$ cat config.mk
export PLATFORM = sky130hd
export DESIGN_NAME = engine_hour_meter_controller_flat
export DESIGN_NICKNAME = d
export VERILOG_FILES = /design/src/design/ehm_pkg.sv /design/src/design/ehm_if.sv /design/src/design/ehm_cfg.sv /design/src/design/ehm_prep.sv /design/src/design/ehm_core.sv /design/src/design/engine_hour_meter_controller.sv /design/src/flat_wrapper.sv
export SDC_FILE = /design/constraint.sdc
export NUM_CORES = 2
export LEC_CHECK = 0
export BUFFER_PORTS_ARGS = -buffer_cell sky130_fd_sc_hd__buf_2
export CAP_MARGIN = 20
export CORE_MARGIN = 2
export CORE_UTILIZATION = 35
export DETAILED_ROUTE_END_ITERATION = 8
export PLACE_DENSITY = 0.54
export SYNTH_ARGS = -nofsm -noshare
export SYNTH_HDL_FRONTEND = slang
export SYNTH_SLANG_ARGS = --single-unit
$ cat constraint.sdc
create_clock -name clk -period 6.2 [get_ports clk]
set_input_delay 0 -clock clk [delete_from_list [all_inputs] [get_ports clk]]
set_output_delay 0 -clock clk [all_outputs]
set_load 0.02 [all_outputs]
$ cat src/design/ehm_pkg.sv
// types, constants and helpers shared by the hour meter files
// no dependencies
package ehm_pkg;

	typedef enum logic [1:0] {
		OP_TICK    = 2'd0,
		OP_PRESS   = 2'd1,
		OP_RESTORE = 2'd2,
		OP_NONE    = 2'd3
	} op_t;

	localparam int CFG_IDX_W = 3;

	typedef enum logic [CFG_IDX_W-1:0] {
		CFG_DEBOUNCE   = 3'd0,
		CFG_DOUBLE_MIN = 3'd1,
		CFG_DOUBLE_MAX = 3'd2,
		CFG_PRESSES    = 3'd3,
		CFG_WRAP       = 3'd4,
		CFG_WARN       = 3'd5
	} cfg_idx_t;

	localparam int CNT_W   = 32;
	localparam int MS_W    = 16;
	localparam int PRESS_W = 5;
	localparam int QUOT_W  = 24;

	localparam logic [MS_W-1:0]    DEBOUNCE_RST   = 16'd200;
	localparam logic [MS_W-1:0]    DOUBLE_MIN_RST = 16'd250;
	localparam logic [MS_W-1:0]    DOUBLE_MAX_RST = 16'd500;
	localparam logic [PRESS_W-1:0] PRESSES_RST    = 5'd30;
	localparam logic [CNT_W-1:0]   WRAP_RST       = 32'd360000;
	localparam logic [CNT_W-1:0]   WARN_RST       = 32'd359940;

	// v/300 = (v>>2)/75, reciprocal of 75 scaled by 2^37, exact for 30-bit operands
	localparam logic [30:0] RECIP_75 = 31'd1832519380;
	localparam int          RECIP_SH = 37;

	typedef struct packed {
		logic [MS_W-1:0]    debounce_ms;
		logic [MS_W-1:0]    double_min_ms;
		logic [MS_W-1:0]    double_max_ms;
		logic [PRESS_W-1:0] presses_to_clear;
		logic [CNT_W-1:0]   wrap_seconds;
		logic [CNT_W-1:0]   warn_seconds;
	} cfg_t;

	typedef struct packed {
		op_t              opcode;
		logic [CNT_W-1:0] now_ms;
		logic [CNT_W-1:0] stored_total;
		logic [CNT_W-1:0] stored_trip;
		logic [QUOT_W-1:0] quot_total;
		logic [QUOT_W-1:0] quot_trip;
	} stage_t;

	function automatic logic [QUOT_W-1:0] div300(input logic [CNT_W-1:0] v);
		logic [60:0] prod;
		prod = 61'(v[CNT_W-1:2]) * 61'(RECIP_75);
		return prod[RECIP_SH +: QUOT_W];
	endfunction

endpackage

$ cat src/design/ehm_if.sv
// handshake channels of the hour meter: event words in, display words out
// depends on ehm_pkg
interface ehm_evt_if;
	logic                     valid;
	logic                     ready;
	ehm_pkg::op_t             opcode;
	logic [ehm_pkg::CNT_W-1:0] now_ms;
	logic [ehm_pkg::CNT_W-1:0] stored_total;
	logic [ehm_pkg::CNT_W-1:0] stored_trip;

	modport source(output valid, opcode, now_ms, stored_total, stored_trip, input ready);
	modport sink(input valid, opcode, now_ms, stored_total, stored_trip, output ready);
endinterface

interface ehm_disp_if;
	logic                     valid;
	logic                     ready;
	logic [ehm_pkg::CNT_W-1:0] shown_value;
	logic                     blank;
	logic                     colon_on;
	logic                     trip_view;
	logic                     clear_total_store;
	logic                     clear_trip_store;

	modport source(output valid, shown_value, blank, colon_on, trip_view,
		clear_total_store, clear_trip_store, input ready);
	modport sink(input valid, shown_value, blank, colon_on, trip_view,
		clear_total_store, clear_trip_store, output ready);
endinterface

$ cat src/design/ehm_cfg.sv
// configuration registers of the hour meter, plain write port
// depends on ehm_pkg
module ehm_cfg (
	input  logic                            clk,
	input  logic                            arst_n,
	input  logic                            cfg_we,
	input  logic [ehm_pkg::CFG_IDX_W-1:0]   cfg_index,
	input  logic [ehm_pkg::CNT_W-1:0]       cfg_wdata,
	output ehm_pkg::cfg_t                   cfg
);
	ehm_pkg::cfg_t cfg_q;

	always_ff @(posedge clk or negedge arst_n) begin
		if (!arst_n) begin
			cfg_q.debounce_ms      <= ehm_pkg::DEBOUNCE_RST;
			cfg_q.double_min_ms    <= ehm_pkg::DOUBLE_MIN_RST;
			cfg_q.double_max_ms    <= ehm_pkg::DOUBLE_MAX_RST;
			cfg_q.presses_to_clear <= ehm_pkg::PRESSES_RST;
			cfg_q.wrap_seconds     <= ehm_pkg::WRAP_RST;
			cfg_q.warn_seconds     <= ehm_pkg::WARN_RST;
		end else if (cfg_we) begin
			unique case (cfg_index)
				ehm_pkg::CFG_DEBOUNCE:   cfg_q.debounce_ms <= cfg_wdata[ehm_pkg::MS_W-1:0];
				ehm_pkg::CFG_DOUBLE_MIN: cfg_q.double_min_ms <= cfg_wdata[ehm_pkg::MS_W-1:0];
				ehm_pkg::CFG_DOUBLE_MAX: cfg_q.double_max_ms <= cfg_wdata[ehm_pkg::MS_W-1:0];
				ehm_pkg::CFG_PRESSES:
					cfg_q.presses_to_clear <= cfg_wdata[ehm_pkg::PRESS_W-1:0];
				ehm_pkg::CFG_WRAP:       cfg_q.wrap_seconds <= cfg_wdata;
				ehm_pkg::CFG_WARN:       cfg_q.warn_seconds <= cfg_wdata;
				default: ;
			endcase
		end
	end

	assign cfg = cfg_q;
endmodule

$ cat src/design/ehm_prep.sv
// input stage: registers the event word and the restore quotients (v/300)
// depends on ehm_pkg and ehm_evt_if
module ehm_prep (
	input  logic             clk,
	input  logic             arst_n,
	ehm_evt_if.sink          evt,
	input  logic             take,
	output logic             valid_s1,
	output ehm_pkg::stage_t  stage_s1
);
	logic            vld_s1;
	ehm_pkg::stage_t data_s1;
	logic            accept;

	assign evt.ready = !vld_s1 || take;
	assign accept    = evt.valid && evt.ready;

	always_ff @(posedge clk or negedge arst_n) begin
		if (!arst_n) begin
			vld_s1 <= 1'b0;
		end else if (evt.ready) begin
			vld_s1 <= evt.valid;
		end
	end

	// cleared at reset so the opcode decode never sees an unknown word
	always_ff @(posedge clk or negedge arst_n) begin
		if (!arst_n) begin
			data_s1 <= '0;
		end else if (accept) begin
			data_s1.opcode       <= evt.opcode;
			data_s1.now_ms       <= evt.now_ms;
			data_s1.stored_total <= evt.stored_total;
			data_s1.stored_trip  <= evt.stored_trip;
			data_s1.quot_total   <= ehm_pkg::div300(evt.stored_total);
			data_s1.quot_trip    <= ehm_pkg::div300(evt.stored_trip);
		end
	end

	assign valid_s1 = vld_s1;
	assign stage_s1 = data_s1;
endmodule

$ cat src/design/ehm_core.sv
// meter state, event processing and the display result register
// depends on ehm_pkg and ehm_disp_if
module ehm_core (
	input  logic             clk,
	input  logic             arst_n,
	input  ehm_pkg::cfg_t    cfg,
	input  logic             valid_s1,
	input  ehm_pkg::stage_t  stage_s1,
	output logic             take,
	ehm_disp_if.source       disp
);
	localparam int CNT_W   = ehm_pkg::CNT_W;
	localparam int PRESS_W = ehm_pkg::PRESS_W;

	logic [CNT_W-1:0]   total_q, trip_q, push_q, accept_q;
	logic               show_trip_q, skip_q;
	logic [PRESS_W-1:0] press_q;

	logic [CNT_W-1:0]   total_n, trip_n, push_n, accept_n;
	logic               show_trip_n, skip_n;
	logic [PRESS_W-1:0] press_n;
	logic               clr_total, clr_trip;
	logic [CNT_W-1:0]   gap, since_accept;
	logic               dbl;

	logic [CNT_W-1:0]   value;
	logic               blank, colon;

	logic               out_vld_q;
	logic [CNT_W-1:0]   value_q;
	logic               blank_q, colon_q, view_q, clr_total_q, clr_trip_q;

	assign take = valid_s1 && (!out_vld_q || disp.ready);

	always_comb begin
		total_n     = total_q;
		trip_n      = trip_q;
		push_n      = push_q;
		accept_n    = accept_q;
		show_trip_n = show_trip_q;
		skip_n      = skip_q;
		press_n     = press_q;
		clr_total   = 1'b0;
		clr_trip    = 1'b0;
		since_accept = stage_s1.now_ms - accept_q;
		gap          = stage_s1.now_ms - push_q;
		dbl          = gap >= CNT_W'(cfg.double_min_ms) && gap <= CNT_W'(cfg.double_max_ms);
		unique case (stage_s1.opcode)
			ehm_pkg::OP_TICK: begin
				if (skip_q) begin
					skip_n = 1'b0;
				end else begin
					total_n = total_q + CNT_W'(1);
				end
				trip_n = trip_q + CNT_W'(1);
				// the wrap test runs on every tick, skipped or not
				if (total_n == cfg.wrap_seconds) begin
					total_n   = '0;
					skip_n    = 1'b1;
					clr_total = 1'b1;
				end
			end
			ehm_pkg::OP_PRESS: begin
				if (since_accept >= CNT_W'(cfg.debounce_ms)) begin
					if (dbl) begin
						show_trip_n = !show_trip_q;
						press_n     = '0;
					end else begin
						push_n = stage_s1.now_ms;
					end
					press_n  = press_n + PRESS_W'(1);
					accept_n = stage_s1.now_ms;
					if (press_n == cfg.presses_to_clear) begin
						if (show_trip_n) begin
							trip_n   = '0;
							clr_trip = 1'b1;
						end
						press_n = '0;
					end
				end
			end
			ehm_pkg::OP_RESTORE: begin
				total_n = stage_s1.stored_total + CNT_W'(stage_s1.quot_total) + CNT_W'(1);
				trip_n  = stage_s1.stored_trip + CNT_W'(stage_s1.quot_trip) + CNT_W'(1);
			end
			ehm_pkg::OP_NONE: ;
		endcase
	end

	// display rule works on the updated state
	always_comb begin
		if (!show_trip_n) begin
			value = total_n;
			if (total_n >= cfg.warn_seconds) begin
				blank = total_n[0];
				colon = 1'b1;
			end else begin
				blank = total_n == '0;
				colon = total_n[0];
			end
		end else begin
			value = trip_n;
			blank = trip_n == '0;
			colon = trip_n[0];
		end
		if (blank) begin
			value = '0;
			colon = 1'b0;
		end
	end

	always_ff @(posedge clk or negedge arst_n) begin
		if (!arst_n) begin
			total_q     <= '0;
			trip_q      <= '0;
			push_q      <= '0;
			accept_q    <= '0;
			show_trip_q <= 1'b0;
			skip_q      <= 1'b0;
			press_q     <= '0;
		end else if (take) begin
			total_q     <= total_n;
			trip_q      <= trip_n;
			push_q      <= push_n;
			accept_q    <= accept_n;
			show_trip_q <= show_trip_n;
			skip_q      <= skip_n;
			press_q     <= press_n;
		end
	end

	always_ff @(posedge clk or negedge arst_n) begin
		if (!arst_n) begin
			out_vld_q <= 1'b0;
		end else if (!out_vld_q || disp.ready) begin
			out_vld_q <= valid_s1;
		end
	end

	always_ff @(posedge clk) begin
		if (take) begin
			value_q     <= value;
			blank_q     <= blank;
			colon_q     <= colon;
			view_q      <= show_trip_n;
			clr_total_q <= clr_total;
			clr_trip_q  <= clr_trip;
		end
	end

	assign disp.valid             = out_vld_q;
	assign disp.shown_value       = value_q;
	assign disp.blank             = blank_q;
	assign disp.colon_on          = colon_q;
	assign disp.trip_view         = view_q;
	assign disp.clear_total_store = clr_total_q;
	assign disp.clear_trip_store  = clr_trip_q;
endmodule

$ cat src/design/engine_hour_meter_controller.sv
// Engine hour meter with total and trip seconds counters. Each event word (tick, button
// press, restore, no-op) gives one display word, through the input register, where
// restore values are divided by 300 by a reciprocal multiply, and the result register
// after the state update. A new event is taken every cycle while the display side takes
// words; state update and display logic sit between the two registers. The user writes
// configuration through cfg_we/cfg_index/cfg_wdata only while idle, not enforced here.
module engine_hour_meter_controller (
	input  logic                          clk,
	input  logic                          arst_n,
	input  logic                          cfg_we,
	input  logic [ehm_pkg::CFG_IDX_W-1:0] cfg_index,
	input  logic [ehm_pkg::CNT_W-1:0]     cfg_wdata,
	ehm_evt_if.sink                       evt,
	ehm_disp_if.source                    disp
);
	ehm_pkg::cfg_t   cfg;
	ehm_pkg::stage_t stage_s1;
	logic            valid_s1;
	logic            take;

	ehm_cfg u_cfg (
		.clk       (clk),
		.arst_n    (arst_n),
		.cfg_we    (cfg_we),
		.cfg_index (cfg_index),
		.cfg_wdata (cfg_wdata),
		.cfg       (cfg)
	);

	ehm_prep u_prep (
		.clk      (clk),
		.arst_n   (arst_n),
		.evt      (evt),
		.take     (take),
		.valid_s1 (valid_s1),
		.stage_s1 (stage_s1)
	);

	ehm_core u_core (
		.clk      (clk),
		.arst_n   (arst_n),
		.cfg      (cfg),
		.valid_s1 (valid_s1),
		.stage_s1 (stage_s1),
		.take     (take),
		.disp     (disp)
	);
endmodule

$ cat src/flat_wrapper.sv
// flat-port wrapper written by rule: the top's interface ports become plain ports
module engine_hour_meter_controller_flat 
  (clk, arst_n, cfg_we, cfg_index, cfg_wdata, evt_valid, evt_opcode, evt_now_ms, evt_stored_total, evt_stored_trip, evt_ready, disp_valid, disp_shown_value, disp_blank, disp_colon_on, disp_trip_view, disp_clear_total_store, disp_clear_trip_store, disp_ready);
  ehm_evt_if evt_i ();
  ehm_disp_if disp_i ();
  input  logic clk;
  input  logic arst_n;
  input  logic cfg_we;
  input  logic [ehm_pkg::CFG_IDX_W-1:0] cfg_index;
  input  logic [ehm_pkg::CNT_W-1:0] cfg_wdata;
  input wire logic [$bits(evt_i.valid)-1:0] evt_valid;
  input wire logic [$bits(evt_i.opcode)-1:0] evt_opcode;
  input wire logic [$bits(evt_i.now_ms)-1:0] evt_now_ms;
  input wire logic [$bits(evt_i.stored_total)-1:0] evt_stored_total;
  input wire logic [$bits(evt_i.stored_trip)-1:0] evt_stored_trip;
  output wire logic [$bits(evt_i.ready)-1:0] evt_ready;
  output wire logic [$bits(disp_i.valid)-1:0] disp_valid;
  output wire logic [$bits(disp_i.shown_value)-1:0] disp_shown_value;
  output wire logic [$bits(disp_i.blank)-1:0] disp_blank;
  output wire logic [$bits(disp_i.colon_on)-1:0] disp_colon_on;
  output wire logic [$bits(disp_i.trip_view)-1:0] disp_trip_view;
  output wire logic [$bits(disp_i.clear_total_store)-1:0] disp_clear_total_store;
  output wire logic [$bits(disp_i.clear_trip_store)-1:0] disp_clear_trip_store;
  input wire logic [$bits(disp_i.ready)-1:0] disp_ready;
  assign evt_i.valid = evt_valid;
  assign evt_i.opcode = evt_opcode;
  assign evt_i.now_ms = evt_now_ms;
  assign evt_i.stored_total = evt_stored_total;
  assign evt_i.stored_trip = evt_stored_trip;
  assign evt_ready = evt_i.ready;
  assign disp_valid = disp_i.valid;
  assign disp_shown_value = disp_i.shown_value;
  assign disp_blank = disp_i.blank;
  assign disp_colon_on = disp_i.colon_on;
  assign disp_trip_view = disp_i.trip_view;
  assign disp_clear_total_store = disp_i.clear_total_store;
  assign disp_clear_trip_store = disp_i.clear_trip_store;
  assign disp_i.ready = disp_ready;
  engine_hour_meter_controller u_core (.clk(clk), .arst_n(arst_n), .cfg_we(cfg_we), .cfg_index(cfg_index), .cfg_wdata(cfg_wdata), .evt(evt_i), .disp(disp_i));
endmodule
==> results by group <==
STA
  – Fin Setup TNS: -47.80 ns
  – RSZ-0062 raised after global routing: true
  – Max transition margin: 0.289
  – Fmax: about 0.15 GHz
  – Clk_skew: 0.0415 ns
  – Worst setup margin: -0.623 ns
  – Tcrit/Tclk final: 1.10
  – Min Clock Period, post-route: roughly 6.8 ns
  – Final Hold Vio Count: 0
  – Final Setup Violations: ~160
  – Fin. max-slew vios: 0
  – Slew at the pin closest to its max-slew limit: 1.07 ns

Placement
  – IO Port Bufs: roughly 180
  – GPL Wtd Cong: a little over 0.9
  – Post-placement cell area: ~66,000 µm²
  – Pre-CTS setup slack: -1.27 ns
  – Detailed Place HPWL: around 140,000 µm

Route
  – 1st-iter DRT viols: 2,930
  – Final WL: ~170,000 µm
  – Routed Antenna Nets: 0
  – DR vias: ~45,000
  – Via-to-Cell Ratio: between 4 and 5
  – Wire per inst: 19.2 µm
  – DRC: 0
  – Detailed Routing Iterations Pass 1: 7

Clock tree
  – CTS buffer count: 53
  – Clk buf depth: 3
  – Clock Sink Count: approximately 440
  – CTS Root Cell: clkbuf_16
  – Clk_lat worst skew: 0.67 ns
  – H-tree lvl count: 2
  – CTS tree: built
  – Worst-path clk slew: ~0.070 ns

Worst setup path
  – Setup crit start: u_core.u_prep.stage_s1[112]$_DFFE_PN0P_
  – Startpoint type of the worst setup path: register
  – Critical Path AT: slightly above 7 ns
  – Slowest CP cell: or4_4
  – Buffers & Inverters on Critical Path: 5
  – FF-to-FF End: u_core.u_core.disp.blank$_DFFE_PP_
  – Required time at the worst-slack endpoint: ~6.6 ns
  – Crit end category: register
  – Crit path capture: u_core.u_core.disp.blank$_DFFE_PP_
  – Path type of the worst setup path: reg -> reg
  – Crit path max fanout: 4
  – R2R cell count: 29
  – R2R Setup Slk: -0.62 ns
  – FF-to-FF Start: u_core.u_prep.stage_s1[112]$_DFFE_PN0P_
  – Max stage delay on crit path: a little under 0.6 ns
  – WP depth: 29
  – CP top delay family: simple AND/OR/NAND/NOR gates

Final layout
  – Share of layout cells above drive strength 1: 0.257
  – NumNets Final: between 8,000 and 9,000
  – Area Overhead vs Synth: 28.2%
  – Post-route cell area: about 72,000 µm²

Global routing
  – Remaining global-route overflow: 0
  – Largest net degree at the start of global routing: 176
  – Antenna violations before repair: 1
  – GRT Total Usage: 0.211
  – Vias in the first global route: between 40,000 and 50,000
  – First-pass GRT wire length: roughly 270,000 µm

Synth
  – Post-synthesis sequential area ratio: 0.198
  – Synth cell count leaders: inv_1, ha_1, fa_1
  – Syn Nets: around 7,500
  – Yosys top cell by area: fa_1
  – Synth Cell Area: between 50,000 and 60,000 µm²
  – Mean Syn Cell Area: approximately 9.9 µm²
  – Register bit total from synthesis: between 400 and 500
  – Yosys top cell area share: 0.238
  – Largest cells by area after synthesis: fa_1, ha_1, dfrtp_1, inv_1, mux2_2
  – Gate Count Post-Synth: around 5,700
  – Most common cell in the synthesized netlist: inv_1
  – Ys async rst share: 0.915
  – EDFF count, synth: 37
  – Netlist cell types: 94
  – YS warnings: 0
  – Prevailing post-synth register cell: dfrtp_1

Floorplan
  – Chip height: around 410 µm
  – CORE AREA: 160,000 µm²
  – Top Ports: 177
  – Die width: slightly above 400 µm
  – Initial Util: 0.352
  – Die Footprint: 165,000 µm²
  – Cell row count: around 150

Status
  – Status: complete, but fails checks
  – Failing checks: negative setup slack

Worst hold path
  – Hold Path Class: in -> async

Job
  – MaxCap Viol Count: 0
==> logic make-up (layout without fill, tap and decap cells) <==
family	count (synthesis)	in the layout	share of synthesized area
compound gates	979	979	0.111
xor+xnor	205	205	0.0318
fa+ha+maj	1591	1591	0.442
buf+inv	1224	2400	0.0829
flops	437	437	0.198
mux	218	218	0.0429
other cells	0	2	0
simple gates	1071	1071	0.0917
==> through the flow <==
step           instances  hold slack [ns]  utilization
2_1_floorplan       5725           -0.296            -
3_3_place_gp        8752            0.156        0.413
3_5_place_dp        8752            0.169        0.413
4_1_cts             9011          0.00484        0.440
5_1_grt             9061           0.0184        0.451
6_report            9063           0.0156        0.451
==> worst min-delay path by stage <==
stage                              from                                endpoint  slack [ns]
floorplan                        arst_n         u_core.u_cfg.cfg[0]$_DFFE_PN0P_       -0.30
global placement                 arst_n  u_core.u_core.accept_q[19]$_DFFE_PN0P_        0.16
detailed placement               arst_n  u_core.u_core.accept_q[19]$_DFFE_PN0P_        0.17
CTS                 evt_stored_trip[28]  u_core.u_prep.stage_s1[76]$_DFFE_PN0P_       0.005
global route         evt_stored_trip[8]  u_core.u_prep.stage_s1[56]$_DFFE_PN0P_        0.02
finish                           arst_n    u_core.u_core.push_q[17]$_DFFE_PN0P_        0.02
==> cells in the final DEF, fill, tap and decap left out, types with 31 or more instances in the layout <==
master / n
fa_1: 662
nand2_1: 386
buf_4: 831
o21ai_2: 33
xnor2_1: 102
a21oi_2: 31
clkbuf_16: 61
nand2b_1: 38
mux2_2: 161
buf_6: 69
a21o_1: 87
dfstp_2: 37
nand3_1: 67
nor3_1: 56
o21ai_0: 211
nor2_1: 168
dlygate4sd3_1: 113
o21ai_1: 57
a211oi_1: 32
edfxtp_1: 37
buf_12: 33
inv_1: 1062
nand4_1: 39
buf_2: 162
a21oi_1: 183
dfrtp_1: 360
ha_1: 896
xor2_1: 81
o21a_1: 31
==> routing by layer <==
| layer | wire length, µm | up-vias | part of all wire | GRT usage |
|---|---|---|---|---|
| met3 | 9930 | 161 | 0.057 | 0.0305 |
| met1 | 81600 | 22516 | 0.47 | 0.302 |
| met2 | 80100 | 1099 | 0.46 | 0.346 |
| met4 | 2730 | 0 | 0.016 | 0.0284 |
| li1 | - | 21483 | - | - |
| met5 | 0 | - | 0 | 0 |
==> state kept, by name (all words and copies together), names as in the netlist <==
name and flops:
u_core.u_prep.stage_s1 146, u_core.u_core.disp.clear_total_store 1, u_core.u_core.disp.blank 1, u_core.u_core.show_trip_q 1
u_core.u_core.press_q 5, u_core.u_core.disp.colon_on 1, u_core.u_core.push_q 32, u_core.u_prep.valid_s1 1
u_core.u_core.accept_q 32, u_core.u_core.disp.trip_view 1, u_core.u_core.disp.shown_value 32, u_core.u_core.disp.clear_trip_store 1
u_core.u_cfg.cfg 117, u_core.u_core.trip_q 32, u_core.u_core.total_q 32, u_core.u_core.disp.valid 1
u_core.u_core.skip_q 1
==> area by class of cell <==
class | instances | area, µm²
timing repair buffer | 1230 | 10000
multi-input combinational | 4064 | 42700
clock inverter | 26 | 313
fill | 15397 | 88000
sequential | 437 | 11200
antenna | 2 | 5.00
tap | 2160 | 2700
clock buffer | 73 | 1460
inverter | 1071 | 4030
==> repair_timing <==
action	CTS	global route
endpoints found under the setup margin	161	174
setup buffers	46	57
gates resized for setup	239	351
endpoints found under the hold margin	295	0
hold buffers	113	0
pin swaps	82	146
gates cloned	8	9
Power is not shown: default switching activity piles up to over one toggle a cycle in this logic, so the estimate is an artifact.
